`config.mk`:
```
export PLATFORM = sky130hd
export DESIGN_NAME = bbr_front
export DESIGN_NICKNAME = d
export VERILOG_FILES = /design/src/rtl/bbr_pkg.sv /design/src/rtl/bbr_front.sv
export SDC_FILE = /design/constraint.sdc
export NUM_CORES = 1
export LEC_CHECK = 0
export ABC_AREA = 1
export ABC_CLOCK_PERIOD_IN_PS = 8500
export BUFFER_PORTS_ARGS = -buffer_cell sky130_fd_sc_hd__buf_2
export CAP_MARGIN = 20
export CORE_MARGIN = 1
export CORE_UTILIZATION = 61
export CTS_BUF_LIST = sky130_fd_sc_hd__clkbuf_8 sky130_fd_sc_hd__clkbuf_16
export DETAILED_ROUTE_END_ITERATION = 10
export PLACE_DENSITY = 0.86
export SYNTH_ARGS = -nofsm -noshare
export SYNTH_HDL_FRONTEND = slang
export SYNTH_SLANG_ARGS = --single-unit
```
`constraint.sdc`:
```
create_clock -name i_clk -period 8.5 [get_ports i_clk]
set_input_delay 1.275 -clock i_clk [delete_from_list [all_inputs] [get_ports i_clk]]
set_output_delay 1.275 -clock i_clk [all_outputs]
set_load 0.005 [all_outputs]
```
`src/rtl/bbr_pkg.sv`:
```
// shared types and constants of the 5x5 box blur
`default_nettype none
package bbr_pkg;

    localparam int MAX_WIDTH   = 2048;
    localparam int COL_W       = $clog2(MAX_WIDTH);
    localparam int WID_W       = $clog2(MAX_WIDTH + 1);
    localparam int ROW_W       = 16;
    localparam int CFG_WID_W   = 12;
    localparam int CFG_HGT_W   = 16;
    localparam int CFG_IDX_W   = 4;
    localparam int CFG_DATA_W  = 16;
    localparam int RADIUS      = 2;
    localparam int WIN         = 2 * RADIUS + 1;
    localparam int LINES       = 4;
    localparam int SLOT_W      = 2;
    localparam int NUM_CH      = 3;
    localparam int CH_W        = 8;
    localparam int CSUM_W      = 11;
    localparam int TSUM_W      = 13;
    localparam int DIV_SHIFT   = 17;
    localparam int DIV_MUL     = (2 ** DIV_SHIFT + WIN * WIN - 1) / (WIN * WIN);
    localparam int DIV_MUL_W   = 13;
    localparam int QUEUE_DEPTH = 4;
    localparam int QUEUE_AW    = 2;

    localparam logic [CFG_WID_W-1:0] RESET_WIDTH  = CFG_WID_W'(640);
    localparam logic [CFG_HGT_W-1:0] RESET_HEIGHT = CFG_HGT_W'(480);

    localparam logic [CFG_IDX_W-1:0] CFG_IMAGE_WIDTH  = CFG_IDX_W'(0);
    localparam logic [CFG_IDX_W-1:0] CFG_IMAGE_HEIGHT = CFG_IDX_W'(1);

    localparam logic OP_PIXEL = 1'b0;
    localparam logic OP_DRAIN = 1'b1;

    typedef logic [NUM_CH-1:0][CH_W-1:0] t_pixel;

    typedef struct packed {
        logic            operation;
        logic [CH_W-1:0] chan_blue;
        logic [CH_W-1:0] chan_green;
        logic [CH_W-1:0] chan_red;
    } t_in_beat;

    typedef struct packed {
        logic [CH_W-1:0] out_blue;
        logic [CH_W-1:0] out_green;
        logic [CH_W-1:0] out_red;
        logic            frame_end;
    } t_out_beat;

    typedef struct packed {
        logic              pixel;
        t_pixel            px;
        logic [COL_W-1:0]  x;
        logic [SLOT_W-1:0] wslot;
        logic              emit;
        logic              inner;
        logic [SLOT_W-1:0] pslot;
        logic [COL_W-1:0]  pcol;
        logic              fend;
    } t_cmd;

endpackage
`default_nettype wire

```
`src/rtl/bbr_front.sv`:
```
// front end: configuration, position tracking and item classification
`default_nettype none
module bbr_front (
    input  wire                               i_clk,
    input  wire                               i_rst_n,
    input  wire                               i_cfg_valid,
    input  wire  [bbr_pkg::CFG_IDX_W-1:0]     i_cfg_index,
    input  wire  [bbr_pkg::CFG_DATA_W-1:0]    i_cfg_data,
    input  wire                               i_accept,
    input  bbr_pkg::t_in_beat                 i_beat,
    output logic                              o_push,
    output bbr_pkg::t_cmd                     o_cmd
);

    logic [bbr_pkg::CFG_WID_W-1:0] r_cfg_w;
    logic [bbr_pkg::CFG_HGT_W-1:0] r_cfg_h;
    logic [bbr_pkg::COL_W-1:0]     r_in_col, n_in_col, r_out_col, n_out_col;
    logic [bbr_pkg::ROW_W-1:0]     r_in_row, n_in_row, r_out_row, n_out_row;

    logic [bbr_pkg::WID_W-1:0]     w;
    logic [bbr_pkg::ROW_W-1:0]     h;
    logic [bbr_pkg::COL_W-1:0]     x, oc;
    logic [bbr_pkg::ROW_W-1:0]     rr, orow;
    logic [bbr_pkg::WID_W-1:0]     col_inc, ocol_inc;
    logic [bbr_pkg::ROW_W:0]       orow_p2;
    logic [bbr_pkg::WID_W:0]       ocol_p2;
    logic                          emit;

    always_comb begin
        if (r_cfg_w == '0) begin
            w = bbr_pkg::WID_W'(1);
        end else if (32'(r_cfg_w) > bbr_pkg::MAX_WIDTH) begin
            w = bbr_pkg::WID_W'(bbr_pkg::MAX_WIDTH);
        end else begin
            w = bbr_pkg::WID_W'(r_cfg_w);
        end
        h = (r_cfg_h == '0) ? bbr_pkg::ROW_W'(1) : r_cfg_h;
    end

    always_comb begin
        n_in_col  = r_in_col;
        n_in_row  = r_in_row;
        n_out_col = r_out_col;
        n_out_row = r_out_row;
        x         = r_in_col;
        rr        = r_in_row;
        emit      = 1'b0;
        if (i_beat.operation == bbr_pkg::OP_DRAIN) begin
            emit = (r_in_row >= h);
        end else begin
            if (r_in_row >= h || bbr_pkg::WID_W'(r_in_col) >= w) begin
                x         = '0;
                rr        = '0;
                n_out_col = '0;
                n_out_row = '0;
            end
            emit = (rr >= bbr_pkg::ROW_W'(4))
                || (rr == bbr_pkg::ROW_W'(3) && w >= bbr_pkg::WID_W'(2))
                || (rr == bbr_pkg::ROW_W'(2) && x >= bbr_pkg::COL_W'(2));
            col_inc = bbr_pkg::WID_W'(x) + bbr_pkg::WID_W'(1);
            if (col_inc >= w) begin
                n_in_col = '0;
                n_in_row = rr + bbr_pkg::ROW_W'(1);
            end else begin
                n_in_col = col_inc[bbr_pkg::COL_W-1:0];
                n_in_row = rr;
            end
        end
        oc       = n_out_col;
        orow     = n_out_row;
        col_inc  = bbr_pkg::WID_W'(x) + bbr_pkg::WID_W'(1);
        ocol_inc = bbr_pkg::WID_W'(oc) + bbr_pkg::WID_W'(1);
        orow_p2  = {1'b0, orow} + (bbr_pkg::ROW_W + 1)'(bbr_pkg::RADIUS);
        ocol_p2  = {1'b0, bbr_pkg::WID_W'(oc)} + (bbr_pkg::WID_W + 1)'(bbr_pkg::RADIUS);
        if (emit) begin
            if (ocol_inc >= w) begin
                n_out_col = '0;
                n_out_row = orow + bbr_pkg::ROW_W'(1);
            end else begin
                n_out_col = ocol_inc[bbr_pkg::COL_W-1:0];
            end
            if (n_out_row >= h) begin
                n_in_col  = '0;
                n_in_row  = '0;
                n_out_col = '0;
                n_out_row = '0;
            end
        end
    end

    always_comb begin
        o_push         = i_accept && (i_beat.operation == bbr_pkg::OP_PIXEL || emit);
        o_cmd.pixel    = (i_beat.operation == bbr_pkg::OP_PIXEL);
        o_cmd.px       = {i_beat.chan_red, i_beat.chan_green, i_beat.chan_blue};
        o_cmd.x        = x;
        o_cmd.wslot    = rr[bbr_pkg::SLOT_W-1:0];
        o_cmd.emit     = emit;
        o_cmd.inner    = (w >= bbr_pkg::WID_W'(bbr_pkg::WIN))
                      && (h >= bbr_pkg::ROW_W'(bbr_pkg::WIN))
                      && (orow >= bbr_pkg::ROW_W'(bbr_pkg::RADIUS))
                      && (orow_p2 < {1'b0, h})
                      && (oc >= bbr_pkg::COL_W'(bbr_pkg::RADIUS))
                      && (ocol_p2 < {1'b0, w});
        o_cmd.pslot    = orow[bbr_pkg::SLOT_W-1:0];
        o_cmd.pcol     = oc;
        o_cmd.fend     = (orow == h - bbr_pkg::ROW_W'(1))
                      && (bbr_pkg::WID_W'(oc) == w - bbr_pkg::WID_W'(1));
    end

    always_ff @(posedge i_clk) begin
        if (!i_rst_n) begin
            r_cfg_w   <= bbr_pkg::RESET_WIDTH;
            r_cfg_h   <= bbr_pkg::RESET_HEIGHT;
            r_in_col  <= '0;
            r_in_row  <= '0;
            r_out_col <= '0;
            r_out_row <= '0;
        end else if (i_cfg_valid) begin
            unique case (i_cfg_index)
                bbr_pkg::CFG_IMAGE_WIDTH: begin
                    r_cfg_w   <= i_cfg_data[bbr_pkg::CFG_WID_W-1:0];
                    r_in_col  <= '0;
                    r_in_row  <= '0;
                    r_out_col <= '0;
                    r_out_row <= '0;
                end
                bbr_pkg::CFG_IMAGE_HEIGHT: begin
                    r_cfg_h   <= i_cfg_data[bbr_pkg::CFG_HGT_W-1:0];
                    r_in_col  <= '0;
                    r_in_row  <= '0;
                    r_out_col <= '0;
                    r_out_row <= '0;
                end
                default: begin
                end
            endcase
        end else if (i_accept) begin
            r_in_col  <= n_in_col;
            r_in_row  <= n_in_row;
            r_out_col <= n_out_col;
            r_out_row <= n_out_row;
        end
    end

endmodule
`default_nettype wire

```
---- Word level (Yosys, flattened, before mapping) ----
Cells that the tools add are included.
operators by class
  reduce and logical (&&, ||, !) cells .... 21
  add/sub/neg operators ................... 8
  bitwise gates (word level) .............. 1
  muxes and demuxes ....................... 39
  magnitude comparators ................... 15
  equal/unequal tests ..................... 6
operators by type and width
  operator                                                                               count
  16-bit two-way mux                                                                     18
  11-bit two-way mux                                                                     17
  16-bit by 1-bit adder with 16-bit output (second input constant)                       2
  16-bit by 2-bit == test with 1-bit output (second input constant)                      2
  16-bit greater-or-equal comparator                                                     2
  16-bit by 3-bit greater-or-equal comparator with 1-bit output (second input constant)  2
  11-bit by 1-bit adder with 12-bit output (second input constant)                       2
  12-bit greater-or-equal comparator                                                     2
  12-bit two-way mux                                                                     2
  11-bit by 2-bit greater-or-equal comparator with 1-bit output (second input constant)  2
  16-bit by 2-bit adder with 17-bit output (second input constant)                       1
  17-bit by 16-bit < comparator with 1-bit output                                        1
  16-bit == test                                                                         1
  16-bit by 2-bit greater-or-equal comparator with 1-bit output (second input constant)  1
  16-bit logical NOT                                                                     1
  16-bit by 1-bit subtractor with 16-bit output (second input constant)                  1
  11-bit by 2-bit adder with 12-bit output (second input constant)                       1
  11-bit by 12-bit == test with 1-bit output                                             1
  11-bit by 12-bit greater-or-equal comparator with 1-bit output                         1
  12-bit by 2-bit greater-or-equal comparator with 1-bit output (second input constant)  1
  12-bit by 3-bit greater-or-equal comparator with 1-bit output (second input constant)  1
  12-bit > comparator (second input constant)                                            1
  12-bit logical NOT                                                                     1
  12-bit < comparator                                                                    1
  other kinds (12)                                                                       25
word-level totals
  flip-flop bits (word level) ............. 82
  output and inout bits ................... 55
  bits of input ports ..................... 49
  logic and storage cells ................. 96

---- Longest topological paths before layout ----
  depth after elaboration ................. 18
  mapped depth ............................ 57
  depth with buffers taken out ............ 53

---- Worst setup path before layout ----
No wires, ideal clock.
  path type ............................... reg-to-reg
  start point ............................. register r_cfg_w[9] in the netlist's numbering
  end point ............................... register r_out_col[1] in the netlist's numbering
  setup slack ............................. 2.174 ns
  stages on the path, launching flop included .. 50
  path buffers ............................ 3
  clock period less this slack ............ 6.326 ns
  data arrival time ....................... 6.256 ns
  data required time ...................... 8.430 ns
  setup time .............................. 0.070 ns
  path through ............................ dfxtp_1 -> nor4_1 -> nand3_1 -> nand2_1 -> buf_2 -> nand2_1 -> ha_1 -> nand2_1 -> inv_1 -> nand2_1 -> nand2_1 -> nand2_1 -> nand4_1 -> inv_2 -> nand2_4 -> nand2_4 -> buf_6 -> buf_4 -> (+14 left out) -> inv_1 -> nand4_1 -> nor2_1 -> nand2_1 -> nand2_1 -> nand2_1 -> ha_1 -> nand2_1 -> inv_1 -> nand3_1 -> inv_1 -> a21oi_1 -> nand3_1 -> nor2_1 -> inv_1 -> o21ai_0 -> nand2_1 -> a21oi_1
RTL lines
  element                 line              source
  start, declared         bbr_front.sv:15   logic [bbr_pkg::CFG_WID_W-1:0] r_cfg_w;
  start signal, assigned  bbr_front.sv:112  r_cfg_w <= bbr_pkg::RESET_WIDTH;
  start signal, assigned  bbr_front.sv:121  r_cfg_w <= i_cfg_data[bbr_pkg::CFG_WID_W-1:0];
  end signal, assigned    bbr_front.sv:140  r_out_col <= n_out_col;
  end, declared           bbr_front.sv:17   logic [bbr_pkg::COL_W-1:0] r_in_col, n_in_col, r_out_col, n_out_col;

==> impl_metrics.env <==
export IMPL_result_of_the_run="complete, no violations"
export IMPL_rsz0062_at_grt="false"
export IMPL_via_count=9924
export IMPL_initialDrtViolationCount=1179
export IMPL_postSynthCellCount=1479
export IMPL_h_tree_lvls=3
export IMPL_gp_congestion=1.02
export IMPL_ys_warn_count=0
export IMPL_crit_reg2reg_launch="r_cfg_h[7]"
export IMPL_critPathRequiredTime_ns=7.22
export IMPL_clockBufferDepth=2
export IMPL_finalWorstPathRequiredPeriod_ns=7.82
export IMPL_num_antenna_cells=0
export IMPL_post_route_drc_count=0
export IMPL_crit_path_frequent_cell="nand2_1"
export IMPL_areaGrowthSynthToFinish_pct=6.92
export IMPL_synth_cell_types=43
export IMPL_cts_post_setup_buffers_inserted=0
export IMPL_synthTopCellsByArea="dfxtp_1, nand2_1, ha_1"
export IMPL_core_rowCount=44
export IMPL_clock_sinks=82
export IMPL_power_per_cell_area_nw_per_um2=108
export IMPL_grt_pass1_vias=8808
export IMPL_worst_r2r_setup_slack_ns=0.75
export IMPL_detailedRoute_firstPassIterationCount=6
export IMPL_top_level_ports=104
export IMPL_synth_top_cell_area_share_pct=18.1
export IMPL_total_power_w=0.00105
export IMPL_setup_worst_path_start_class="flop"
export IMPL_most_area_hungry_cell_type_in_the_yosys_netlist="dfxtp_1"
export IMPL_reg2reg_to="r_in_row[12]"
export IMPL_largest_net_degree_at_the_start_of_global_routing=60
export IMPL_cts_reportedPaths_clkPinSlew_ns=0.07
export IMPL_synthesized_area_per_cell_um2=6.13
export IMPL_worst_clock_skew_ns=0.00965
export IMPL_grt_pass1_wl_mm=45.0
export IMPL_irDropWorstVdd_v=0.000101
export IMPL_reg2reg_depth=48
export IMPL_start_util_pct=62.4
export IMPL_timing_critical_path_slowest_stage_cell="nor2_2"
export IMPL_drive_gt1_share_pct=8.52
export IMPL_worstMarginPinSlew_ns=1.16
export IMPL_worstPathArrival_ns=6.55
export IMPL_hpwlAfterDp_mm=22.5
export IMPL_final_hold_violation_count=0
export IMPL_commonest_cells_after_routing_fill_and_taps_aside="nand2_1, nor2_1, inv_1, a21oi_1, ha_1"
export IMPL_gr_total_overflow=0
export IMPL_critical_path_max_stage_delay_ns=0.43
export IMPL_synth_sequential_area_ratio_pct=18.1
export IMPL_ctsRootBufferMaster="clkbuf_16"
export IMPL_timing_slew_headroom_pct=22.3
export IMPL_die_outline_height_um=124
export IMPL_critical_path_type="flop to primary output"
export IMPL_critical_path_peak_fanout=15
export IMPL_finalNetCount=1659
export IMPL_layout_cells_most_common="nand2_1"
export IMPL_antenna_violations_before_repair=0
export IMPL_tritoncts="yes"
export IMPL_finalSetupViolCount=0
export IMPL_number_of_buffers_created_by_cts=9
export IMPL_syn_cell_area_um2=9070
export IMPL_synth_fp_nets=1640
export IMPL_lkg_pwr_nw=4.82
export IMPL_worstSkewPairLatency_ns=0.36
export IMPL_pre_cts_ws_ns=0.547
export IMPL_die_w_um=124
export IMPL_synth_seq_cells=82
export IMPL_worst_setup_path_end_kind="primary output"
export IMPL_viasPerCell=5.88
export IMPL_min_delay_path_class="flop to flop"
export IMPL_post_drt_wl_per_cell_um=17.2
export IMPL_final_antenna_net_count=0
export IMPL_globalRouteTotalUtil_pct=38.3
export IMPL_drv_cap=0
export IMPL_critical_path_endpoint="o_cmd[14]"
export IMPL_fmax_ghz=0.128
export IMPL_route_final_wire_length_mm=29.1
export IMPL_placeableCoreArea_um2=14500
export IMPL_dieArea_um2=15400
export IMPL_setup_tns_ns=0
export IMPL_worst_slack_ns=0.677
export IMPL_worstSetupStartpoint="r_cfg_w[10]"
export IMPL_timing_final_max_slew_violations=0
export IMPL_number_of_input_and_output_port_buffers_inserted=55
export IMPL_period_share_pct=92.0
==> power by group <==
| part | switching, W | total [W] | internal [W] |
|---|---|---|---|
| clock | 0.000181 | 0.000447 | 0.000266 |
| combinational | 0.000140 | 0.000205 | 0.0000655 |
| sequential | 0.00000672 | 0.000398 | 0.000391 |
==> Yosys cell counts (all sizes together) <==
library cell	count
o41ai	1
o21ai	69
a211oi	2
o21a	5
nand3b	4
nor2	186
o31ai	2
a31oi	1
inv	179
ha	112
nor3	22
nor4	8
or2	4
o21bai	2
o22ai	9
and2	9
nand2	395
a21boi	1
nand3	90
a21o	1
nand4	34
a21oi	126
a22o	1
nor3b	2
clkbuf	21
clkinv	2
xor2	61
o211ai	3
dfxtp	82
xnor2	4
buf	41
==> per-layer routing <==
layer / global-route usage, % / vias up / wire [um]
li1: - / 4835 / -
met1: 50.4 / 4461 / 12400
met2: 61.2 / 544 / 12900
met3: 7.42 / 84 / 2900
met4: 15.9 / 0 / 875
met5: 0 / - / 0
==> repair_timing <==
| item | 4_1_cts | 5_1_grt |
|---|---|---|
| setup endpoints to repair | 0 | 54 |
| hold buffers | 0 | 0 |
| resized for setup | 0 | 6 |
==> stage by stage <==
stage | area [um2] | instances | hold WS, ns | utilization [%]
2_1_floorplan | 9070 | 1479 | 0.438 | -
3_3_place_gp | 9330 | 1670 | 0.453 | 64.2
3_5_place_dp | 9330 | 1670 | 0.457 | 64.2
4_1_cts | 9660 | 1686 | 0.467 | 66.4
5_1_grt | 9700 | 1687 | 0.487 | 66.7
6_report | 9700 | 1687 | 0.466 | 66.7
==> cell families after synthesis <==
family                   share of synthesized area [%]
XOR/XNOR                                          6.28
buffers and inverters                             11.5
AO/OA/AOI/OAI                                     13.1
AND/OR/NAND/NOR                                   35.5
adder cells (fa/ha/maj)                           15.4
flip-flops                                        18.1
==> area by class of cell <==
type / instances / area [um2]
multi-input combinational: 1154 / 6410
fill: 1351 / 4830
sequential: 82 / 1640
inverter: 181 / 682
timing repair buffer: 70 / 408
clock buffer: 10 / 239
tap: 184 / 230
clock inverter: 6 / 88.8
==> critical path: cells and delay by family (launching register included) <==
kind            cells  cell delay, ns
simple gates       20            3.24
fa+ha+maj           3            0.92
buf+inv             6            0.88
compound gates      3            0.53
flops               1            0.34
xor+xnor            1            0.28
==> flip-flops by register name (all words and copies together), names as in the netlist <==
| name | flops |
|---|---|
| r_in_col | 11 |
| r_cfg_h | 16 |
| r_out_col | 11 |
| r_cfg_w | 12 |
| r_out_row | 16 |
| r_in_row | 16 |
==> how the worst min path moves through the flow <==
stage	startpoint	end	slack, ns	depth (start not counted)
2_1_floorplan	r_cfg_w[0]	r_cfg_w[0]	0.44	2
3_3_place_gp	r_in_col[0]	r_in_col[0]	0.45	2
3_5_place_dp	r_out_col[0]	r_out_col[0]	0.46	2
4_1_cts	r_out_col[0]	r_out_col[0]	0.47	2
5_1_grt	r_out_col[0]	r_out_col[0]	0.49	2
6_report	r_out_col[10]	r_out_col[10]	0.47	2
Note: power is estimated with default switching activity, not from simulation.
