===== config.mk =====
export PLATFORM = sky130hd
export DESIGN_NAME = bbr_queue
export DESIGN_NICKNAME = d
export VERILOG_FILES = /design/src/rtl/bbr_pkg.sv /design/src/rtl/bbr_queue.sv
export SDC_FILE = /design/constraint.sdc
export NUM_CORES = 1
export LEC_CHECK = 0
export ABC_AREA = 1
export BUFFER_PORTS_ARGS = -buffer_cell sky130_fd_sc_hd__buf_2
export CAP_MARGIN = 10
export CORE_ASPECT_RATIO = 1.75
export CORE_UTILIZATION = 25
export DETAILED_ROUTE_END_ITERATION = 8
export GPL_TIMING_DRIVEN = 0
export SLEW_MARGIN = 30
export SYNTH_ARGS = -nofsm -noshare
export SYNTH_HDL_FRONTEND = slang
export SYNTH_SLANG_ARGS = --single-unit
export TNS_END_PERCENT = 20

===== constraint.sdc =====
create_clock -name i_clk -period 8.39 [get_ports i_clk]
set_clock_uncertainty 0.05 [all_clocks]
set_input_delay 0.4195 -clock i_clk [delete_from_list [all_inputs] [get_ports i_clk]]
set_output_delay 0.4195 -clock i_clk [all_outputs]
set_load 0.03 [all_outputs]

===== src/rtl/bbr_pkg.sv =====
// shared types and constants of the 5x5 box blur
`default_nettype none
package bbr_pkg;

    localparam int MAX_WIDTH   = 2048;
    localparam int COL_W       = $clog2(MAX_WIDTH);
    localparam int WID_W       = $clog2(MAX_WIDTH + 1);
    localparam int ROW_W       = 16;
    localparam int CFG_WID_W   = 12;
    localparam int CFG_HGT_W   = 16;
    localparam int CFG_IDX_W   = 4;
    localparam int CFG_DATA_W  = 16;
    localparam int RADIUS      = 2;
    localparam int WIN         = 2 * RADIUS + 1;
    localparam int LINES       = 4;
    localparam int SLOT_W      = 2;
    localparam int NUM_CH      = 3;
    localparam int CH_W        = 8;
    localparam int CSUM_W      = 11;
    localparam int TSUM_W      = 13;
    localparam int DIV_SHIFT   = 17;
    localparam int DIV_MUL     = (2 ** DIV_SHIFT + WIN * WIN - 1) / (WIN * WIN);
    localparam int DIV_MUL_W   = 13;
    localparam int QUEUE_DEPTH = 4;
    localparam int QUEUE_AW    = 2;

    localparam logic [CFG_WID_W-1:0] RESET_WIDTH  = CFG_WID_W'(640);
    localparam logic [CFG_HGT_W-1:0] RESET_HEIGHT = CFG_HGT_W'(480);

    localparam logic [CFG_IDX_W-1:0] CFG_IMAGE_WIDTH  = CFG_IDX_W'(0);
    localparam logic [CFG_IDX_W-1:0] CFG_IMAGE_HEIGHT = CFG_IDX_W'(1);

    localparam logic OP_PIXEL = 1'b0;
    localparam logic OP_DRAIN = 1'b1;

    typedef logic [NUM_CH-1:0][CH_W-1:0] t_pixel;

    typedef struct packed {
        logic            operation;
        logic [CH_W-1:0] chan_blue;
        logic [CH_W-1:0] chan_green;
        logic [CH_W-1:0] chan_red;
    } t_in_beat;

    typedef struct packed {
        logic [CH_W-1:0] out_blue;
        logic [CH_W-1:0] out_green;
        logic [CH_W-1:0] out_red;
        logic            frame_end;
    } t_out_beat;

    typedef struct packed {
        logic              pixel;
        t_pixel            px;
        logic [COL_W-1:0]  x;
        logic [SLOT_W-1:0] wslot;
        logic              emit;
        logic              inner;
        logic [SLOT_W-1:0] pslot;
        logic [COL_W-1:0]  pcol;
        logic              fend;
    } t_cmd;

endpackage
`default_nettype wire


===== src/rtl/bbr_queue.sv =====
// command queue between front end and datapath
`default_nettype none
module bbr_queue (
    input  wire            i_clk,
    input  wire            i_rst_n,
    input  wire            i_push,
    input  bbr_pkg::t_cmd  i_cmd,
    input  wire            i_pop,
    output bbr_pkg::t_cmd  o_cmd,
    output logic           o_nonempty,
    output logic           o_full
);

    bbr_pkg::t_cmd                 r_slot [bbr_pkg::QUEUE_DEPTH];
    logic [bbr_pkg::QUEUE_AW-1:0]  r_wptr, r_rptr;
    logic [bbr_pkg::QUEUE_AW:0]    r_count;
    logic                          do_push, do_pop;

    assign o_full     = (r_count == (bbr_pkg::QUEUE_AW + 1)'(bbr_pkg::QUEUE_DEPTH));
    assign o_nonempty = (r_count != '0);
    assign o_cmd      = r_slot[r_rptr];
    assign do_push    = i_push && !o_full;
    assign do_pop     = i_pop && o_nonempty;

    always_ff @(posedge i_clk) begin
        if (do_push) begin
            r_slot[r_wptr] <= i_cmd;
        end
    end

    always_ff @(posedge i_clk) begin
        if (!i_rst_n) begin
            r_wptr  <= '0;
            r_rptr  <= '0;
            r_count <= '0;
        end else begin
            if (do_push) begin
                r_wptr <= r_wptr + bbr_pkg::QUEUE_AW'(1);
            end
            if (do_pop) begin
                r_rptr <= r_rptr + bbr_pkg::QUEUE_AW'(1);
            end
            case ({do_push, do_pop})
                2'b10:   r_count <= r_count + (bbr_pkg::QUEUE_AW + 1)'(1);
                2'b01:   r_count <= r_count - (bbr_pkg::QUEUE_AW + 1)'(1);
                default: r_count <= r_count;
            endcase
        end
    end

endmodule
`default_nettype wire


[After elaboration in Yosys (flattened, before gate mapping)]
Memory sizes are Yosys's and may differ from the RTL's. A register that Yosys moved wholly into a read port is not among the register bits.
Index checks and enable logic that the tools add are counted.
Word-level totals
  output and inout bits: 56
  logic and storage cells: 21
  input bits: 58
  memories kept: 1
  register bits: 7
  memory bits (writable): 216
Memories
  r_slot: words 4, bits a word 54, rd ports 1, clocked after memory_dff 1, write ports 1, RTL line bbr_queue.sv:14  | bbr_pkg::t_cmd r_slot [bbr_pkg::QUEUE_DEPTH];
Cells by class
  multiplexer cells: 5
  add/sub/neg operators: 4
  equal/unequal tests: 3
  reductions and logical operators: 5
Operators by type and width (number)
  $pmux 3 s2: 1
  $add 2x1->2 const B: 2
  $mux 2: 2
  $add 3x1->3 const B: 1
  $eq 3x3->1 const B: 1
  $reduce_bool 3->1: 1
  $sub 3x1->3 const B: 1
  $eq 2x1->1 const B: 1
  $eq 2x2->1 const B: 1
  $logic_and 1x1->1: 2
  $mux 1: 2
  $reduce_bool 2->1: 1
  $logic_not 1->1: 1

[Longest topological paths before layout]
Gate-level depths: netlist (run 1).
  depth in word-level cells: 5
  mapped depth: 13
  depth with buffers taken out: 13

[Worst setup path before layout (run 1)]
OpenSTA, ideal clock, no wires.
  path kind: reg2reg
  from: register r_count[1] (netlist name)
  to: memory r_slot[0][0] (netlist name) (enable)
  data required time: 7.874 ns
  clock period less this slack: 3.417 ns
  library setup time: 0.466 ns
  stages on the path, launching flop included: 5
  slack: 4.973 ns
  buffers on the path: 0
  arrival: 2.900 ns
  cell sequence: dfxtp_1 nor2_1 nand2_1 nand2_1 nor2_1
On the way
  word-level cells in the longest chain between the ends: 5
Ends and longest elaborated chain
  start, declared: RTL line bbr_queue.sv:16  | logic [bbr_pkg::QUEUE_AW:0] r_count;
  start signal, assigned: RTL line bbr_queue.sv:44  | 2'b10: r_count <= r_count + (bbr_pkg::QUEUE_AW + 1)'(1);
  start signal, assigned: RTL line bbr_queue.sv:45  | 2'b01: r_count <= r_count - (bbr_pkg::QUEUE_AW + 1)'(1);
  start signal, assigned: RTL line bbr_queue.sv:46  | default: r_count <= r_count;
  $eq 3x3->1: RTL line bbr_queue.sv:19  | assign o_full = (r_count == (bbr_pkg::QUEUE_AW + 1)'(bbr_pkg::QUEUE_DEPTH));
  $logic_not 1->1: RTL line bbr_queue.sv:22  | assign do_push = i_push && !o_full;
  $logic_and 1x1->1: RTL line bbr_queue.sv:22
  $mux 1: RTL line bbr_queue.sv:26  | if (do_push) begin
  $mux 1 (not written as such): RTL line bbr_queue.sv:27  | r_slot[r_wptr] <= i_cmd;
  end, declared: RTL line bbr_queue.sv:14
Every way passes these cells.

==> impl_metrics.tcl, run 1 <==
set metrics [dict create \
    slew_headroom 0.6107 \
    clk_path_buf_depth 3 \
    grt_max_degree 20 \
    ff2ff_setup_slack_ns 6.21 \
    fin_util 0.3218 \
    via_per_inst 4.356 \
    grt_pass1_wl_um 31460 \
    power.density_nw_per_um2 309.0 \
    slew_viol_final 0 \
    cpPeakStageDelay_ns 0.29 \
    syn-num-nets 655 \
    crit_chain "buf_2 -> inv_2 -> buf_2 -> o21ai_0 -> o22ai_1 -> buf_2" \
    antenna_found_initial 1 \
    mostFrequentLayoutCell "edfxtp_1" \
    yosysWarningCount 0 \
    ys_seq_area_frac 0.7875 \
    final_cell_mix "edfxtp_1 (216), buf_2 (133), nor2_1 (114)" \
    grt_pass1_vias 5306 \
    end_kind "primary output" \
    arrival_ns 2.13 \
    worstSkewPairLatency_ns 0.52 \
    wl_per_cell_um 17.43 \
    cts_hold_buf 0 \
    postCtsSetupRepairBufs 0 \
    seq_area_sq_um 6666 \
    die_h_um 245.4 \
    drive_above_1_share 0.2653 \
    fmax_ghz 0.3843 \
    first_iter_violations 244 \
    die_w_um 141.1 \
    hold_violations 0 \
    multi_input_area_sq_um 1550 \
    cts.root.buffer_cell "clkbuf_16" \
    layout_min_cycle_time_ns 2.602 \
    min_path_type "in -> reg" \
    n_fill_cell 3281 \
    crit_fanout 10 \
    crit_top_cell "buf_2" \
    critPathKind "reg -> out" \
    finalNonFillerCells 1204 \
    numCtsBuffers 23 \
    maxCapViolations 0 \
    antennaDiodeCount 0 \
    synth_seq_cells 225 \
    clk_pin_slew_ns 0.06 \
    dr.pass1.iters 5 \
    antenna_left 0 \
    h-tree-depth 1 \
    hpwl_um 14150 \
    overflow 0 \
    worst_pin_slew_ns 0.5826 \
    area_growth_pct 25.97 \
    io_buffers 113 \
    yosysUniqueCellTypes 18 \
    die_area_sq_um 34630 \
    rsz0062_at_grt "no" \
    tns_ns 0 \
    cts.sinks 225 \
    start_util 0.2554 \
    setup_viol 0 \
    core_area_sq_um 33140 \
    ir_drop_uv 175.1 \
    synth_area_per_cell_sq_um 14.32 \
    dp_cells 1166 \
    io_pins 114 \
    synth_cells 591 \
    remaining_drc_errors 0 \
    routabilityCongestion 0.7038 \
    start_kind "register" \
    wl_um 20980 \
    cp.required_ns 7.92 \
    cts_tree "yes" \
    critical-path-slowest-cell "dfxtp_1" \
    grt_usage 0.1218 \
    fin_crit_sh 0.3102 \
    vias 5245 \
    synthesis.area_sq_um 8466 \
    cts_resized 0 \
    power.leakage_nw 3.746 \
    num_rows 88 \
    nets 805 \
    outcome "completed" \
]
## sequential cells by signal, summed over array words and instances (netlist names), named ones only
signal	count
r_wptr	2
r_rptr	2
r_count	3
r_slot	216
## cell usage after synthesis
library cell  count  area [sq um]
edfxtp_1        216          6486
nor2_1          118         442.9
o21ai_0          95         475.5
o22ai_1          54         337.8
buf_2            20         100.1
inv_1            17         63.81
nand2_1          15         56.30
o21ai_1          15         75.07
dfxtp_1           9         180.2
clkbuf_2          7         35.03
a21oi_1           5         25.02
ha_1              5         62.56
nand3_1           5         25.02
buf_6             4         45.04
buf_4             3         22.52
fa_1              1         20.02
inv_2             1         3.750
inv_6             1         8.760
## logic make-up (layout without fill, tap and decap cells)
logic type      after synthesis  count (layout)  synth area share
fa+ha+maj                     6               6          0.009755
buf+inv                      53             216           0.03296
simple gates                138             138           0.06193
compound gates              169             169            0.1079
flops                       225             225            0.7875
## metrics by stage
stage                     cell area (sq um)  total power [mW]  hold WS (ns)  setup WS [ns]
after floorplan                        8466             2.004        0.4121          4.973
after global placement                 9594             2.348        0.4349          2.739
after detailed placement               9955             2.389        0.4489          6.192
after CTS                             10660             3.355       0.03230          5.628
after global routing                  10660             3.460       0.03089          5.611
final                                 10660             3.295       0.06168          5.788
## path summary, 6_finish.rpt
| path | cells past startpoint | start | to |
|---|---|---|---|
| max | 6 | register | o_cmd[3] |
| min | 1 | i_cmd[32] | r_slot[0][32] |
| max reg2reg | 12 | r_count[1] | r_count[2] |
| min reg2reg | 2 | r_rptr[1] | r_rptr[1] |
## worst max-delay path: cells and delay by family, from the launching register on
| kind | cells | cell delay, ns |
|---|---|---|
| compound gates | 2 | 0.35 |
| buf+inv | 4 | 0.96 |
| flops | 1 | 0.29 |
## per-layer routing
metal	wire, um	track usage
met1	8203	0.1342
met2	11330	0.2295
met3	909	0.02006
met4	520	0.04763
met5	13	0
## power breakdown
| group | internal (mW) | leakage [nW] | switching, mW |
|---|---|---|---|
| clock network | 0.539 | 0.338 | 0.420 |
| logic | 0.277 | 1.35 | 0.702 |
| registers | 1.33 | 2.06 | 0.0230 |
## cell type report
| cell class | count | area share |
|---|---|---|
| Sequential cell | 225 | 0.6251 |
| Multi-Input combinational cell | 313 | 0.1454 |
| Timing Repair Buffer | 125 | 0.08401 |
| Clock buffer | 25 | 0.05468 |
| Tap cell | 450 | 0.05280 |
| Buffer | 34 | 0.01901 |
| Clock inverter | 13 | 0.01185 |
| Inverter | 19 | 0.007157 |
No activity file was read; power rests on OpenSTA's default activity.
==> run 2, diff against run 1 <==
==> constraint.sdc (replaced) <==
create_clock -name i_clk -period 2.56 [get_ports i_clk]
set_clock_uncertainty 0.05 [all_clocks]
set_input_delay 0.128 -clock i_clk [delete_from_list [all_inputs] [get_ports i_clk]]
set_output_delay 0.128 -clock i_clk [all_outputs]
set_load 0.03 [all_outputs]
==> impl_metrics.tcl, run 2 (same netlist as run 1, synthesis figures left out) <==
set metrics [dict create \
    nets 862 \
    clk_path_buf_depth 3 \
    outcome "completed" \
    dr.pass1.iters 4 \
    worstSkewPairLatency_ns 0.52 \
    maxCapViolations 0 \
    crit_fanout 10 \
    core_area_sq_um 33140 \
    worst_pin_slew_ns 0.5616 \
    via_per_inst 4.305 \
    fin_util 0.3390 \
    hpwl_um 14150 \
    overflow 0 \
    wl_per_cell_um 16.88 \
    critical_path.endpoint "o_cmd[14]" \
    largest_register_ff_count 216 \
    reg_top3 "r_slot: 216 flops, r_count: 3 flops" \
    power.density_nw_per_um2 968.0 \
    grt_max_degree 20 \
    start_util 0.2554 \
    ir_drop_uv 575.3 \
    wl_um 21280 \
    final_cell_mix "edfxtp_1 (216), buf_2 (133), nor2_1 (114)" \
    slew_viol_final 0 \
    cts.sinks 225 \
    drive_above_1_share 0.2466 \
    ff2ff_path_depth 12 \
    end_kind "primary output" \
    numCtsBuffers 23 \
    start_kind "register" \
    die_w_um 141.1 \
    reg2reg_from "r_count[1]" \
    area_growth_pct 32.71 \
    vias 5428 \
    fin_crit_sh 0.8970 \
    antenna_left 0 \
    rsz0062_at_grt "no" \
    grt_pass1_wl_um 32080 \
    num_rows 88 \
    h-tree-depth 1 \
    die_area_sq_um 34630 \
    arrival_ns 2.12 \
    r2r_end "r_count[2]" \
    postCtsSetupRepairBufs 0 \
    power.leakage_nw 3.985 \
    io_pins 114 \
    cts_tree "yes" \
    remaining_drc_errors 0 \
    die_h_um 245.4 \
    ff2ff_setup_slack_ns 0.36 \
    hold_violations 0 \
    min_path_type "in -> reg" \
    critPathKind "reg -> out" \
    tns_ns 0 \
    clk_pin_slew_ns 0.06 \
    regMostFlops "r_slot" \
    first_iter_violations 221 \
    cts.root.buffer_cell "clkbuf_16" \
    setup_viol 0 \
    antennaDiodeCount 0 \
    routabilityCongestion 0.7038 \
    grt_pass1_vias 5623 \
    io_buffers 113 \
    slew_headroom 0.6247 \
    fmax_ghz 0.4355 \
    mostFrequentLayoutCell "edfxtp_1" \
    grt_usage 0.1234 \
    antenna_found_initial 0 \
    layout_min_cycle_time_ns 2.296 \
    cp.required_ns 2.38 \
]
-- run 2: worst min-delay path by stage --
| stage | start | end | cells after the start |
|---|---|---|---|
| final | i_cmd[31] | r_slot[3][31] | 2 |
| after global routing | i_cmd[31] | r_slot[0][31] | 2 |
| after CTS | i_cmd[35] | r_slot[0][35] | 2 |
| after detailed placement | i_cmd[32] | r_slot[0][32] | 1 |
| after global placement | i_cmd[38] | r_slot[2][38] | 1 |
| after floorplan | i_cmd[0] | r_slot[0][0] | 0 |
-- run 2: where the power goes --
part           switching (mW)  internal, mW  total (mW)
Combinational            2.32         0.964        3.28
Sequential             0.0773          4.37        4.45
Clock                    1.38          1.77        3.14
Total                    3.77          7.10        10.9
-- run 2: critical path, cell delays in order (launching register included) --
cell and delay, ns:
dfxtp_1 0.29, buf_2 0.21, inv_2 0.21, buf_2 0.26
o21ai_0 0.11, o22ai_1 0.24, buf_2 0.26
-- run 2: per-layer routing --
layer,share of wire,track usage,vias to the layer above
li1,-,-,2613
met1,0.39,0.1341,2677
met2,0.54,0.2362,104
met3,0.036,0.01792,34
met4,0.026,0.04859,0
met5,0,0,-
-- run 2: what timing repair did --
item / CTS / global route
hold endpoints to repair: 225 / 0
gates resized for setup: 0 / 0
hold buffers: 57 / 0
endpoints found under the setup margin: 0 / 0
-- run 2: final cells by class --
class | count | area (sq um)
timing repair buffer | 182 | 1466
clock buffer | 25 | 583.1
inverter | 19 | 76.32
sequential | 225 | 6666
tap | 450 | 563.0
clock inverter | 13 | 126.4
multi-input combinational | 313 | 1550
fill | 3238 | 21910
buffer | 34 | 202.7
-- run 2: through the flow --
stage | area, sq um | setup slack [ns] | std cells | total power [mW] | hold slack [ns]
finish | 11230 | 0.2638 | 1261 | 10.88 | 0.3086
global route | 11230 | 0.07267 | 1261 | 11.42 | 0.2813
CTS | 11230 | 0.08974 | 1261 | 11.06 | 0.2769
detailed placement | 9955 | 0.3624 | 1166 | 7.828 | 0.2933
global placement | 9594 | -3.091 | 1154 | 7.696 | 0.2905
floorplan | 8466 | -0.8565 | 591 | 6.568 | 0.1769
==> run 3, diff against run 2 <==
--- a/config.mk
+++ b/config.mk
@@ -10,6 +10,7 @@
 export CAP_MARGIN = 10
 export CORE_ASPECT_RATIO = 1.75
 export CORE_UTILIZATION = 25
+export CTS_BUF_LIST = sky130_fd_sc_hd__clkbuf_4 sky130_fd_sc_hd__clkbuf_8
 export DETAILED_ROUTE_END_ITERATION = 8
 export GPL_TIMING_DRIVEN = 0
 export SLEW_MARGIN = 30
==> impl_metrics.tcl, run 3 (same netlist as run 1, synthesis figures left out) <==
set metrics [dict create \
    outcome "completed" \
    hold_violations 0 \
    first_iter_violations 219 \
    grt_usage 0.1277 \
    setup_viol 0 \
    die_area_sq_um 34630 \
    grt_max_degree 20 \
    wl_per_cell_um 16.99 \
    die_h_um 245.4 \
    routabilityCongestion 0.7038 \
    drive_above_1_share 0.2599 \
    clk_pin_slew_ns 0.07 \
    area_growth_pct 32.52 \
    start_kind "register" \
    arrival_ns 2.14 \
    wl_um 21850 \
    worstSkewPairLatency_ns 0.52 \
    vias 5533 \
    placed_area_sq_um 9955 \
    worst_pin_slew_ns 0.5702 \
    cp.required_ns 2.38 \
    maxCapViolations 0 \
    worst_hold_slack_ns 0.3079 \
    grt_pass1_wl_um 32750 \
    via_per_inst 4.302 \
    power.leakage_nw 4.012 \
    fin_util 0.3385 \
    layout_min_cycle_time_ns 2.315 \
    min_path_type "in -> reg" \
    remaining_drc_errors 0 \
    numCtsBuffers 35 \
    postCtsSetupRepairBufs 0 \
    finalNonFillerCells 1286 \
    stdcell_area_sq_um 11220 \
    io_pins 114 \
    fin_crit_sh 0.9043 \
    antenna_left 0 \
    core_area_sq_um 33140 \
    critical-path-slowest-cell "buf_2" \
    regMostFlops "r_slot" \
    p_total_mw 10.76 \
    cts.root.buffer_cell "clkbuf_8" \
    largest_register_ff_count 216 \
    slew_headroom 0.6190 \
    mostFrequentLayoutCell "edfxtp_1" \
    nets 874 \
    clk_path_buf_depth 3 \
    rsz0062_at_grt "no" \
    path_delay_family "buffers and inverters" \
    end_kind "primary output" \
    final_cell_mix "edfxtp_1 (216), buf_2 (133), nor2_1 (114)" \
    crit_chain "buf_2 -> inv_2 -> buf_2 -> o21ai_0 -> o22ai_1 -> buf_2" \
    crit_buf_inv 4 \
    dp_cells 1166 \
    hpwl_um 14150 \
    tns_ns 0 \
    fmax_ghz 0.4319 \
    num_rows 88 \
    crit_fanout 10 \
    power.density_nw_per_um2 959.0 \
    slew_viol_final 0 \
    place_ws_ns 0.3624 \
    reg_top3 "r_slot: 216 flops, r_count: 3 flops" \
    h-tree-depth 2 \
    antenna_found_initial 1 \
    crit_top_cell "buf_2" \
    io_buffers 113 \
    critPathKind "reg -> out" \
    dr.pass1.iters 6 \
    overflow 0 \
    ir_drop_uv 552.0 \
    grt_pass1_vias 5812 \
    cts_tree "yes" \
    die_w_um 141.1 \
    cpPeakStageDelay_ns 0.30 \
    worst_slack_ns 0.2449 \
    start_util 0.2554 \
    cts.sinks 225 \
]
[run 3: cell count changes in the layout (fill, tap and decap cells not counted)]
| cell | previous run | this run |
|---|---|---|
| clkbuf_1 | 2 | 0 |
| clkinv_1 | 1 | 10 |
| clkinv_4 | 2 | 0 |
| clkbuf_16 | 23 | 0 |
| clkinvlp_4 | 3 | 0 |
| bufinv_16 | 1 | 2 |
| clkinv_2 | 2 | 6 |
| clkinv_8 | 1 | 0 |
| inv_6 | 4 | 2 |
| clkbuf_8 | 0 | 37 |
| clkbuf_4 | 0 | 6 |
| diode_2 | 0 | 1 |
[run 3: path summary, 6_finish.rpt]
kind	start	end	depth (start not counted)	slack, ns
min reg2reg	r_rptr[1]	r_rptr[1]	2	0.46
max reg2reg	r_count[1]	r_count[2]	12	0.35
min	i_cmd[52]	r_slot[2][52]	2	0.31
max	register	o_cmd[3]	6	0.24
[run 3: report_power, final]
group | total [mW] | switching [mW] | internal, mW
logic | 3.29 | 2.33 | 0.964
clock network | 3.02 | 1.38 | 1.64
registers | 4.45 | 0.0768 | 4.37
total | 10.8 | 3.79 | 6.97
[run 3: final cells by class]
class / count / area, sq um
diodes: 1 / 2.502
plain buffers: 34 / 202.7
clock buffers: 43 / 554.3
clock inverters: 19 / 136.4
fillers: 3247 / 21920
inverters: 19 / 76.32
multi-input cells: 313 / 1550
flip-flops and latches: 225 / 6666
well taps: 450 / 563.0
repair buffers: 182 / 1466
[run 3: repair_timing]
action	CTS	global route
hold endpoints to repair	225	0
gates resized for setup	0	0
setup endpoints to repair	0	0
hold buffers	57	0
[run 3: worst reg2reg max path: stages (launching register included)]
cell and delay, ns:
dfxtp_1 0.32, nor2_1 0.17, nand2_1 0.13, nand2_1 0.40
ha_1 0.26, inv_1 0.07, fa_1 0.37, inv_1 0.06
nand2_1 0.04, nand3_1 0.09, nand2_1 0.06, nand2_1 0.05
nor2_1 0.03
[run 3: metal layers]
metal | share of wire | global-route usage | wire length (um)
met1 | 0.39 | 0.1338 | 8514
met2 | 0.54 | 0.2402 | 11810
met3 | 0.036 | 0.02356 | 782
met4 | 0.034 | 0.06394 | 738
met5 | 0 | 0 | 0
